File: src/hdl/smx_pkg.sv
// ----------------------------------------------------------------------------
// smx_pkg
// Shared types and constants of the stack machine executor: word and
// address widths, opcodes and fault codes.
// ----------------------------------------------------------------------------
`default_nettype none

package smx_pkg;

    localparam int WORD_BITS   = 32;
    localparam int STACK_DEPTH = 128;
    localparam int CODE_DEPTH  = 1024;
    localparam int SADDR_BITS  = $clog2(STACK_DEPTH);
    localparam int TOP_BITS    = $clog2(STACK_DEPTH + 1);
    localparam int CADDR_BITS  = $clog2(CODE_DEPTH);

    typedef logic [WORD_BITS-1:0]  word_t;
    typedef logic [SADDR_BITS-1:0] saddr_t;
    typedef logic [TOP_BITS-1:0]   top_t;
    typedef logic [CADDR_BITS-1:0] caddr_t;
    typedef logic [4:0]            opcode_t;
    typedef logic [2:0]            fault_t;

    localparam opcode_t OP_LOAD   = 5'd0;
    localparam opcode_t OP_LOADI  = 5'd1;
    localparam opcode_t OP_STO    = 5'd2;
    localparam opcode_t OP_STI    = 5'd3;
    localparam opcode_t OP_ADD    = 5'd4;
    localparam opcode_t OP_SUB    = 5'd5;
    localparam opcode_t OP_MULT   = 5'd6;
    localparam opcode_t OP_DIV    = 5'd7;
    localparam opcode_t OP_MOD    = 5'd8;
    localparam opcode_t OP_BR     = 5'd9;
    localparam opcode_t OP_BRF    = 5'd10;
    localparam opcode_t OP_EQ     = 5'd11;
    localparam opcode_t OP_NOTEQ  = 5'd12;
    localparam opcode_t OP_GT     = 5'd13;
    localparam opcode_t OP_LES    = 5'd14;
    localparam opcode_t OP_GE     = 5'd15;
    localparam opcode_t OP_LE     = 5'd16;
    localparam opcode_t OP_AND    = 5'd17;
    localparam opcode_t OP_OR     = 5'd18;
    localparam opcode_t OP_NOT    = 5'd19;
    localparam opcode_t OP_IN     = 5'd20;
    localparam opcode_t OP_OUT    = 5'd21;
    localparam opcode_t OP_RETURN = 5'd22;
    localparam opcode_t OP_ENTER  = 5'd23;
    localparam opcode_t OP_CAL    = 5'd24;

    localparam fault_t FAULT_NONE      = 3'd0;
    localparam fault_t FAULT_OVERFLOW  = 3'd1;
    localparam fault_t FAULT_UNDERFLOW = 3'd2;
    localparam fault_t FAULT_DIVZERO   = 3'd3;
    localparam fault_t FAULT_FRAME     = 3'd4;

endpackage

`default_nettype wire

File: src/hdl/smx_stack_mem.sv
// ----------------------------------------------------------------------------
// smx_stack_mem
// Stack word memory: one write port, two registered read ports. Per-entry
// valid bits make never-written words read as zero after reset.
// ----------------------------------------------------------------------------
`default_nettype none

module smx_stack_mem (
    input  wire logic           aclk,
    input  wire logic           aresetn,
    input  wire logic           wr_en,
    input  wire smx_pkg::saddr_t wr_addr,
    input  wire smx_pkg::word_t  wr_data,
    input  wire smx_pkg::saddr_t rd_addr_a,
    input  wire smx_pkg::saddr_t rd_addr_b,
    output smx_pkg::word_t       rd_data_a,
    output smx_pkg::word_t       rd_data_b
);
    import smx_pkg::*;

    word_t                  mem [STACK_DEPTH];
    logic [STACK_DEPTH-1:0] vld_reg;
    word_t                  rda_reg;
    word_t                  rdb_reg;
    logic                   vla_reg;
    logic                   vlb_reg;

    always_ff @(posedge aclk) begin
        if (wr_en) begin
            mem[wr_addr] <= wr_data;
        end
        rda_reg <= mem[rd_addr_a];
        rdb_reg <= mem[rd_addr_b];
    end

    always_ff @(posedge aclk) begin
        if (!aresetn) begin
            vld_reg <= '0;
            vla_reg <= 1'b0;
            vlb_reg <= 1'b0;
        end else begin
            if (wr_en) begin
                vld_reg[wr_addr] <= 1'b1;
            end
            vla_reg <= vld_reg[rd_addr_a];
            vlb_reg <= vld_reg[rd_addr_b];
        end
    end

    assign rd_data_a = vla_reg ? rda_reg : '0;
    assign rd_data_b = vlb_reg ? rdb_reg : '0;

endmodule

`default_nettype wire

File: config.mk
export PLATFORM = sky130hd
export DESIGN_NAME = smx_stack_mem
export DESIGN_NICKNAME = d
export VERILOG_FILES = /design/src/hdl/smx_pkg.sv /design/src/hdl/smx_stack_mem.sv
export SDC_FILE = /design/constraint.sdc
export NUM_CORES = 2
export LEC_CHECK = 0
export ABC_AREA = 0
export CORE_ASPECT_RATIO = 1.1
export CORE_MARGIN = 2
export CORE_UTILIZATION = 60
export DETAILED_ROUTE_END_ITERATION = 12
export DONT_BUFFER_PORTS = 1
export PLACE_DENSITY = 0.76
export SYNTH_ARGS = -nofsm -noshare
export SYNTH_HDL_FRONTEND = slang
export SYNTH_SLANG_ARGS = --single-unit
File: constraint.sdc
create_clock -name aclk -period 4.3 [get_ports aclk]
set_input_delay 0.215 -clock aclk [delete_from_list [all_inputs] [get_ports aclk]]
set_output_delay 0.215 -clock aclk [all_outputs]
set_load 0.1 [all_outputs]
==> summary.txt <==
Status
  – Status: finished, violations left
  – Failing checks: max-capacitance violations, max-slew violations

Logic synthesis
  – Synthesized net count: about 10000
  – Mux cell area share after synthesis: roughly a quarter
  – Gate Count Post-Synth: 10200
  – Commonest cells in the netlist: 4096 x edfxtp_1, 1788 x mux4_2, 598 x mux2i_1
  – Avg Cell Area, Syn: just under 20 µm²
  – Cell variety after synth: 47
  – Synthesized cell area: ~200000 µm²
  – Post-synthesis xor/xnor area fraction: 0%
  – Number of synthesized flops with an enable pin: 4096
  – Compound-cell area share of the yosys netlist: approximately 6.1%
  – Share of the synthesized area in the top cell type: around 63%
  – Synth area leader: edfxtp_1
  – Post-synthesis adder-cell area fraction: 0%
  – FFs w/ async S/R, synth: 0%
  – Top cells by area, synth: edfxtp_1 63%, mux4_2 21%, mux2i_1 3.1%
  – Part of the Yosys area used for sequential elements: roughly two thirds
  – Post-Synth Simple-Gate Area: under 10%
  – Largest family of logic cells by synthesized area: multiplexers
  – Most frequent cell after synthesis: edfxtp_1
  – #FFs+latches synth: ~4300
  – Primary FF master, synth: edfxtp_1
  – YS warnings: 0

Power and ir drop
  – Max VDD drop: 0.4828 mV
  – PwrDens: 419.3 nW/µm²
  – P_leak: about 70 nW
  – Pwr Total: 92.43 mW

Drt
  – Detailed Route WL: approximately 650000 µm
  – Detailed Routing Iterations Pass 1: 8
  – Vias after detailed routing: 119646
  – Drt first-iter violations: roughly 22000
  – Antenna Violating Nets Remaining: 0
  – Post-detailed-route wirelength per cell: roughly 43 µm
  – Remaining DRCs: 0
  – Via density: around 7.8

Worst setup path
  – Most used cell, CP: buf_16
  – Crit path DAT: 4.90 ns
  – CP peak stage delay: approximately 0.80 ns
  – CP max stage cell: a22oi_1
  – Kind of critical path: in2reg
  – Bufs and invs on worst path: 4
  – Delay-heaviest family, CP: buffers and inverters
  – CP Data Required Time: 5.16 ns
  – Crit-path max FO: 89
  – CP cell instances: buf_16 -> buf_16 -> buf_16 -> buf_16 -> mux4_2 -> mux2i_1 -> a22oi_1 -> o21ai_0 -> a2111oi_1
  – Endpoint type of the worst setup path: flop
  – Crit start category: input port

Clock tree
  – Clock Latency Late Sink: 1.02 ns
  – CTS H-Tree Depth: 5
  – CTS resizes: 0
  – Clock slew at reported path FFs: 0.07 ns
  – Post-CTS setup buffer count: 0
  – Clk buf depth: 4
  – Root Driver: clkbuf_16
  – TritonCTS buffer count: approximately 430
  – Clk sink count: 4290
  – CTS tree: built

STA
  – Slew headroom: -37.83%
  – Final setup fails: 0
  – Final worst path period need: ~4.0 ns
  – Final max-slew violation count: around 700
  – RSZ-0062 raised after global routing: false
  – Worst-case clock skew: 0.06046 ns
  – Final hold violation count: 0
  – Crit share post-route: a little over nine tenths
  – Fmax achieved: ~0.25 GHz
  – Final WS setup: 0.2682 ns
  – Worst-margin pin slew: 2.067 ns

Global routing
  – Gr usage total: slightly below 40%
  – Largest net degree at the start of global routing: around 200
  – First-pass GRT wire length: about 900000 µm
  – Number of global-route vias before repair: 120842
  – Initial antenna violation count: between 60 and 70
  – Grt total ovfl: 0

Floorplanning
  – Core area: ~330000 µm²
  – Starting density of the core: 60.19%
  – Std-Cell Rows: 220
  – Die area: 331500 µm²
  – I/O pin count: 120
  – Die width: about 550 µm
  – Die Ht: around 600 µm

Hold path
  – HP Class: in2reg

Place
  – Port Buffers: 0
  – Inst Count DP: 14325
  – DP Worst Slack: -0.7525 ns
  – DP Area: between 200000 and 250000 µm²
  – Gpl congestion: ~0.94
  – Final HPWL DP: roughly 360000 µm

Layout
  – Post-route insts no fill: 15253
  – Nets: between 10000 and 15000
  – Max reg flops: about 4100
  – Share of cells above drive strength 1: 33.11%
  – Design area: between 200000 and 250000 µm²
  – Synth-to-layout area growth: 12.38%

Flow run
  – Max-capacitance violation count: 3
==> metrics by stage <==
stage	hold WS [ns]	TNS, ns	utilization [%]
6_report	0.04222	0	67.64
3_5_place_dp	0.3326	-18.87	62.66
5_1_grt	0.03836	0	67.62
4_1_cts	0.001110	0	67.53
2_1_floorplan	0.3139	0	-
3_3_place_gp	0.3351	-30.66	62.65
==> worst min-delay path: stages <==
cell and delay, ns:
o211ai_1 0.15, nor4_1 0.27, buf_4 0.25, a2111oi_1 0.08
==> cell usage in the layout (no fill, tap or decap), types with 216 or more instances in the layout <==
master	count
nand2_1	216
clkbuf_16	438
a21oi_1	322
a22oi_1	386
o22ai_1	264
mux4_2	1788
edfxtp_1	4096
mux2_2	266
buf_4	583
mux2i_1	598
==> final timing paths <==
check	start	end	slack (ns)	cells past startpoint
max	rd_addr_a[0]	rda_reg[28]$_DFF_P_	0.27	9
min	rd_addr_b[5]	rdb_reg[0]$_DFF_P_	0.04	4
max reg2reg	vld_reg[90]$_SDFFE_PN0P_	vlb_reg$_SDFF_PN0_	0.64	7
min reg2reg	vld_reg[103]$_SDFFE_PN0P_	vld_reg[103]$_SDFFE_PN0P_	0.49	1
==> what timing repair did <==
item,4_1_cts,5_1_grt
endpoints found under the setup margin,0,10
hold buffers,99,3
hold endpoints to repair,4430,4
==> metal layers <==
layer  part of all wire, %  global-route usage [%]  wire, µm
met5                 0.019                       0       127
met4                    11                   33.41     70470
met3                    14                   10.77     89620
met2                    45                   58.51    294800
met1                    30                   47.52    196800
==> power breakdown <==
part / leakage (nW) / total, mW / switching, mW / internal [mW]
combinational: 24.8 / 7.62 / 4.69 / 2.94
sequential: 38.4 / 46.2 / 0.230 / 46.0
clock: 6.96 / 38.6 / 16.4 / 22.2
==> kinds of logic (layout without fill, tap and decap cells) <==
logic type,Yosys count,count (layout)
AO/OA/AOI/OAI,1694,1694
multiplexers,2652,2652
buffers and inverters,866,1562
flip-flops,4290,4290
other,0,28
AND/OR/NAND/NOR,698,698
==> layout make-up <==
type / count / area [µm²]
flip-flops and latches: 4290 / 126900
fillers: 20113 / 105500
multi-input cells: 5044 / 65900
clock buffers: 535 / 11490
repair buffers: 766 / 7854
well taps: 4329 / 5416
clock inverters: 253 / 2795
diodes: 28 / 70.07
inverters: 8 / 45.04
(Power assumes the default switching activity.)
