<file path="src/hdl/smx_pkg.sv">
// ----------------------------------------------------------------------------
// smx_pkg
// Shared types and constants of the stack machine executor: word and
// address widths, opcodes and fault codes.
// ----------------------------------------------------------------------------
`default_nettype none

package smx_pkg;

    localparam int WORD_BITS   = 32;
    localparam int STACK_DEPTH = 128;
    localparam int CODE_DEPTH  = 1024;
    localparam int SADDR_BITS  = $clog2(STACK_DEPTH);
    localparam int TOP_BITS    = $clog2(STACK_DEPTH + 1);
    localparam int CADDR_BITS  = $clog2(CODE_DEPTH);

    typedef logic [WORD_BITS-1:0]  word_t;
    typedef logic [SADDR_BITS-1:0] saddr_t;
    typedef logic [TOP_BITS-1:0]   top_t;
    typedef logic [CADDR_BITS-1:0] caddr_t;
    typedef logic [4:0]            opcode_t;
    typedef logic [2:0]            fault_t;

    localparam opcode_t OP_LOAD   = 5'd0;
    localparam opcode_t OP_LOADI  = 5'd1;
    localparam opcode_t OP_STO    = 5'd2;
    localparam opcode_t OP_STI    = 5'd3;
    localparam opcode_t OP_ADD    = 5'd4;
    localparam opcode_t OP_SUB    = 5'd5;
    localparam opcode_t OP_MULT   = 5'd6;
    localparam opcode_t OP_DIV    = 5'd7;
    localparam opcode_t OP_MOD    = 5'd8;
    localparam opcode_t OP_BR     = 5'd9;
    localparam opcode_t OP_BRF    = 5'd10;
    localparam opcode_t OP_EQ     = 5'd11;
    localparam opcode_t OP_NOTEQ  = 5'd12;
    localparam opcode_t OP_GT     = 5'd13;
    localparam opcode_t OP_LES    = 5'd14;
    localparam opcode_t OP_GE     = 5'd15;
    localparam opcode_t OP_LE     = 5'd16;
    localparam opcode_t OP_AND    = 5'd17;
    localparam opcode_t OP_OR     = 5'd18;
    localparam opcode_t OP_NOT    = 5'd19;
    localparam opcode_t OP_IN     = 5'd20;
    localparam opcode_t OP_OUT    = 5'd21;
    localparam opcode_t OP_RETURN = 5'd22;
    localparam opcode_t OP_ENTER  = 5'd23;
    localparam opcode_t OP_CAL    = 5'd24;

    localparam fault_t FAULT_NONE      = 3'd0;
    localparam fault_t FAULT_OVERFLOW  = 3'd1;
    localparam fault_t FAULT_UNDERFLOW = 3'd2;
    localparam fault_t FAULT_DIVZERO   = 3'd3;
    localparam fault_t FAULT_FRAME     = 3'd4;

endpackage

`default_nettype wire

</file>
<file path="src/hdl/smx_divider.sv">
// ----------------------------------------------------------------------------
// smx_divider
// Radix-2 restoring divider on unsigned word magnitudes, one quotient bit
// per cycle. done pulses for one cycle when quotient and remainder are ready.
// ----------------------------------------------------------------------------
`default_nettype none

module smx_divider (
    input  wire logic          aclk,
    input  wire logic          aresetn,
    input  wire logic          start,
    input  wire smx_pkg::word_t dividend,
    input  wire smx_pkg::word_t divisor,
    output logic               done,
    output smx_pkg::word_t      quotient,
    output smx_pkg::word_t      remainder
);
    import smx_pkg::*;

    localparam int CNT_BITS = $clog2(WORD_BITS + 1);

    logic [WORD_BITS:0]  rem_reg;
    word_t               quo_reg;
    word_t               dvs_reg;
    logic [CNT_BITS-1:0] cnt_reg;
    logic                done_reg;
    logic [WORD_BITS:0]  rem_shift;
    logic [WORD_BITS:0]  diff;

    assign rem_shift = {rem_reg[WORD_BITS-1:0], quo_reg[WORD_BITS-1]};
    assign diff      = rem_shift - {1'b0, dvs_reg};

    always_ff @(posedge aclk) begin
        if (start) begin
            rem_reg <= '0;
            quo_reg <= dividend;
            dvs_reg <= divisor;
        end else if (cnt_reg != '0) begin
            if (!diff[WORD_BITS]) begin
                rem_reg <= diff;
                quo_reg <= {quo_reg[WORD_BITS-2:0], 1'b1};
            end else begin
                rem_reg <= rem_shift;
                quo_reg <= {quo_reg[WORD_BITS-2:0], 1'b0};
            end
        end
    end

    always_ff @(posedge aclk) begin
        if (!aresetn) begin
            cnt_reg  <= '0;
            done_reg <= 1'b0;
        end else if (start) begin
            cnt_reg  <= CNT_BITS'(WORD_BITS);
            done_reg <= 1'b0;
        end else begin
            done_reg <= (cnt_reg == CNT_BITS'(1));
            if (cnt_reg != '0) begin
                cnt_reg <= cnt_reg - CNT_BITS'(1);
            end
        end
    end

    assign done      = done_reg;
    assign quotient  = quo_reg;
    assign remainder = rem_reg[WORD_BITS-1:0];

endmodule

`default_nettype wire

</file>
<file path="config.mk">
export PLATFORM = sky130hd
export DESIGN_NAME = smx_divider
export DESIGN_NICKNAME = d
export VERILOG_FILES = /design/src/hdl/smx_pkg.sv /design/src/hdl/smx_divider.sv
export SDC_FILE = /design/constraint.sdc
export NUM_CORES = 1
export LEC_CHECK = 0
export BUFFER_PORTS_ARGS = -buffer_cell sky130_fd_sc_hd__buf_2
export CORE_ASPECT_RATIO = 0.5
export CORE_MARGIN = 10
export CORE_UTILIZATION = 50
export CTS_BUF_LIST = sky130_fd_sc_hd__clkbuf_8
export CTS_CLUSTER_SIZE = 28
export DETAILED_ROUTE_END_ITERATION = 10
export GPL_TIMING_DRIVEN = 0
export PLACE_DENSITY = 0.75
export SETUP_SLACK_MARGIN = 0.5
export SLEW_MARGIN = 20
export SYNTH_ARGS = -nofsm -noshare
export SYNTH_HDL_FRONTEND = slang
export SYNTH_SLANG_ARGS = --single-unit
</file>
<file path="constraint.sdc">
create_clock -name aclk -period 4.8 [get_ports aclk]
set_clock_uncertainty 0.1 [all_clocks]
set_input_delay 0 -clock aclk [delete_from_list [all_inputs] [get_ports aclk]]
set_output_delay 0 -clock aclk [all_outputs]
set_load 0.01 [all_outputs]
</file>
==> results_dict.tcl <==
set metrics [dict create \
    fill_cells 929 \
    insertion_delay_ns 0.39 \
    register_area_sq_um 2700 \
    r2r_cells 12 \
    die_w_um 175 \
    cpMostUsedCell "a21oi_1" \
    cts_buffers 9 \
    synth_seq_cells 103 \
    syn_nets 684 \
    setup_viol 0 \
    grt_overflow 0 \
    antenna_found_initial 3 \
    nets 892 \
    wl_mm 17.3 \
    place_congestion 0.895 \
    yosys_most_used_dff "edfxtp_1" \
    hold_buffers 65 \
    report.final.slew_viol_count 0 \
    route.detailed.drc 0 \
    final_cell_mix "buf_2 (132), dlygate4sd3_1 (65), edfxtp_1 (64)" \
    cpMaxStageDelayCell "edfxtp_1" \
    grt_usage_pct 20.4 \
    synth_top_area_share_pct 31.9 \
    holdPathStages 1 \
    wl_per_cell_um 18.0 \
    endpoint_kind "register" \
    core-area_sq_um 11800 \
    ant_nets 0 \
    cts.sinks 103 \
    maxSlewHeadroom_pct 44.3 \
    synth_area_leaders "edfxtp_1 (32%), dfxtp_1 (13%), ha_1 (7.1%)" \
    area_growth_pct 28.7 \
    htree_levels 3 \
    ctsLongestPathBuffers 2 \
    multi_input_area_sq_um 3040 \
    async_flop_share_pct 0 \
    cts_tree "built" \
    ir_drop_uv 285 \
    post-place-ws_ns 1.57 \
    dp_hpwl_mm 12.2 \
    cpPeakStageDelay_ns 0.41 \
    vias 5317 \
    grt_pass1_vias 5457 \
    maxCapViolations 0 \
    min_period_ns 3.33 \
    finalPower_mw 4.27 \
    row_count 28 \
    fp.dieArea_sq_um 17100 \
    rsz0062_at_grt "false" \
    fin_setup_tns_ns 0 \
    synth.largest_area_cell "edfxtp_1" \
    leakagePower_nw 3.44 \
    viasPerCell 5.52 \
    status "finished clean" \
    path_clk_slew_ns 0.11 \
    synth_area_sq_um 6020 \
    hold_class "input port to register" \
    worst_pin_slew_ns 0.836 \
    cts_root_buf "clkbuf_8" \
    dieHeight_um 97.6 \
    io_pins 132 \
    synth-edff-count 64 \
    period_share_pct 69.3 \
    firstDrtPassIters 4 \
    required_ns 5.00 \
    critPathArrivalTime_ns 3.53 \
    startpoint_type "register" \
    synthCells 582 \
    initialDrtViolationCount 298 \
    utilization_pct 65.7 \
    start_util_pct 51.0 \
    layout-drive-gt1-share_pct 25.5 \
    post_cts_resized 0 \
    setup_ws_ns 1.47 \
    yosys_warnings 0 \
    power.density_nw_per_um2 551 \
    grt_max_degree 34 \
    cp_max_fo 4 \
    cts_setup_buffers 0 \
    critical_path_class "register to register" \
    synth_cell_types 60 \
    fmax_mhz 300 \
    path_cells "inv_1 -> ha_1 -> fa_1 -> nand2b_1 -> a21oi_1 -> o311ai_4 -> a21oi_2 -> o41a_1 -> a21oi_1 -> o21ai_1 -> mux2_4 -> a311oi_2" \
    syn_area_per_cell_sq_um 10.3 \
    final_common_cell "buf_2" \
    io_buffers 131 \
    hold_violations 0 \
    grt_first_pass_wirelength_mm 28.7 \
    seq_area_frac_synth_pct 44.9 \
]
cells in the mapped netlist (all sizes together) (2+ instances only):
cell,number
edfxtp,64
a311oi,9
and3,6
nor2b,4
o21ai,27
a21oi,33
ha,34
a211oi,23
mux2i,19
clkbuf,20
or2,2
nand3,10
and4,4
o211ai,8
or3,3
xor2,10
nor3,10
xnor2,19
nor2,53
o21bai,2
nand2b,11
inv,39
a21boi,3
buf,6
nand4,3
mux2,34
nor4,3
o21a,3
nand2,38
o31ai,3
a21o,16
a31oi,4
a221o,2
dfxtp,39
and2,4
metal layers:
metal  vias up  part of all wire [%]  GRT usage [%]
met5         -                     0              0
met4         0                   1.2           4.60
met3        23                   9.2           8.61
met2       172                    46           32.3
met1      2572                    44           25.2
li1       2550                     -              -
path summary, 6_finish.rpt:
check	slack, ns	to	start
max	1.47	rem_reg[30]	quotient[31]
max reg2reg	1.47	rem_reg[30]	quotient[31]
min	0.17	dvs_reg[1]	start
min reg2reg	0.41	rem_reg[1]	rem_reg[1]
power breakdown:
part           switching, mW  total (mW)  internal, mW
Combinational           1.34        2.33         0.986
Clock                  0.346       0.549         0.203
Sequential             0.193        1.39          1.20
worst max-delay path, delay by kind of cell (launching register included):
| family | cells | cell delay (ns) |
|---|---|---|
| AOI/OAI and AO/OA | 7 | 1.52 |
| adders and majority gates | 2 | 0.63 |
| buffers and inverters | 1 | 0.06 |
| DFF | 1 | 0.41 |
| muxes | 1 | 0.32 |
| and+or+nand+nor | 1 | 0.19 |
cell type report:
cell class,instances,share of cell area [%]
Inverter,39,1.89
Tap cell,165,2.66
Clock buffer,9,1.60
Buffer,26,1.71
Multi-Input combinational cell,414,39.2
Sequential cell,103,34.9
Timing Repair Buffer,197,17.1
Clock inverter,7,0.823
Antenna cell,3,0.0969
cells by family (layout without fill, tap and decap cells):
family	after synthesis	count (layout)	synth area share [%]
AO/OA/AOI/OAI	144	144	17.1
adder cells (fa/ha/maj)	35	35	7.40
AND/OR/NAND/NOR	153	153	12.2
flip-flops	103	103	44.9
multiplexers	53	53	9.58
other	0	3	0
XOR/XNOR	29	29	4.22
buffers and inverters	65	278	4.63
through the flow:
step / hold slack, ns / cell area [sq um] / cells
floorplan: -0.00113 / 6020 / 582
global placement: 0.0762 / 6880 / 878
detailed placement: 0.0781 / 6910 / 879
CTS: 0.177 / 7740 / 960
global route: 0.188 / 7750 / 963
finish: 0.172 / 7750 / 963
No activity file was read; power rests on OpenSTA's default activity.
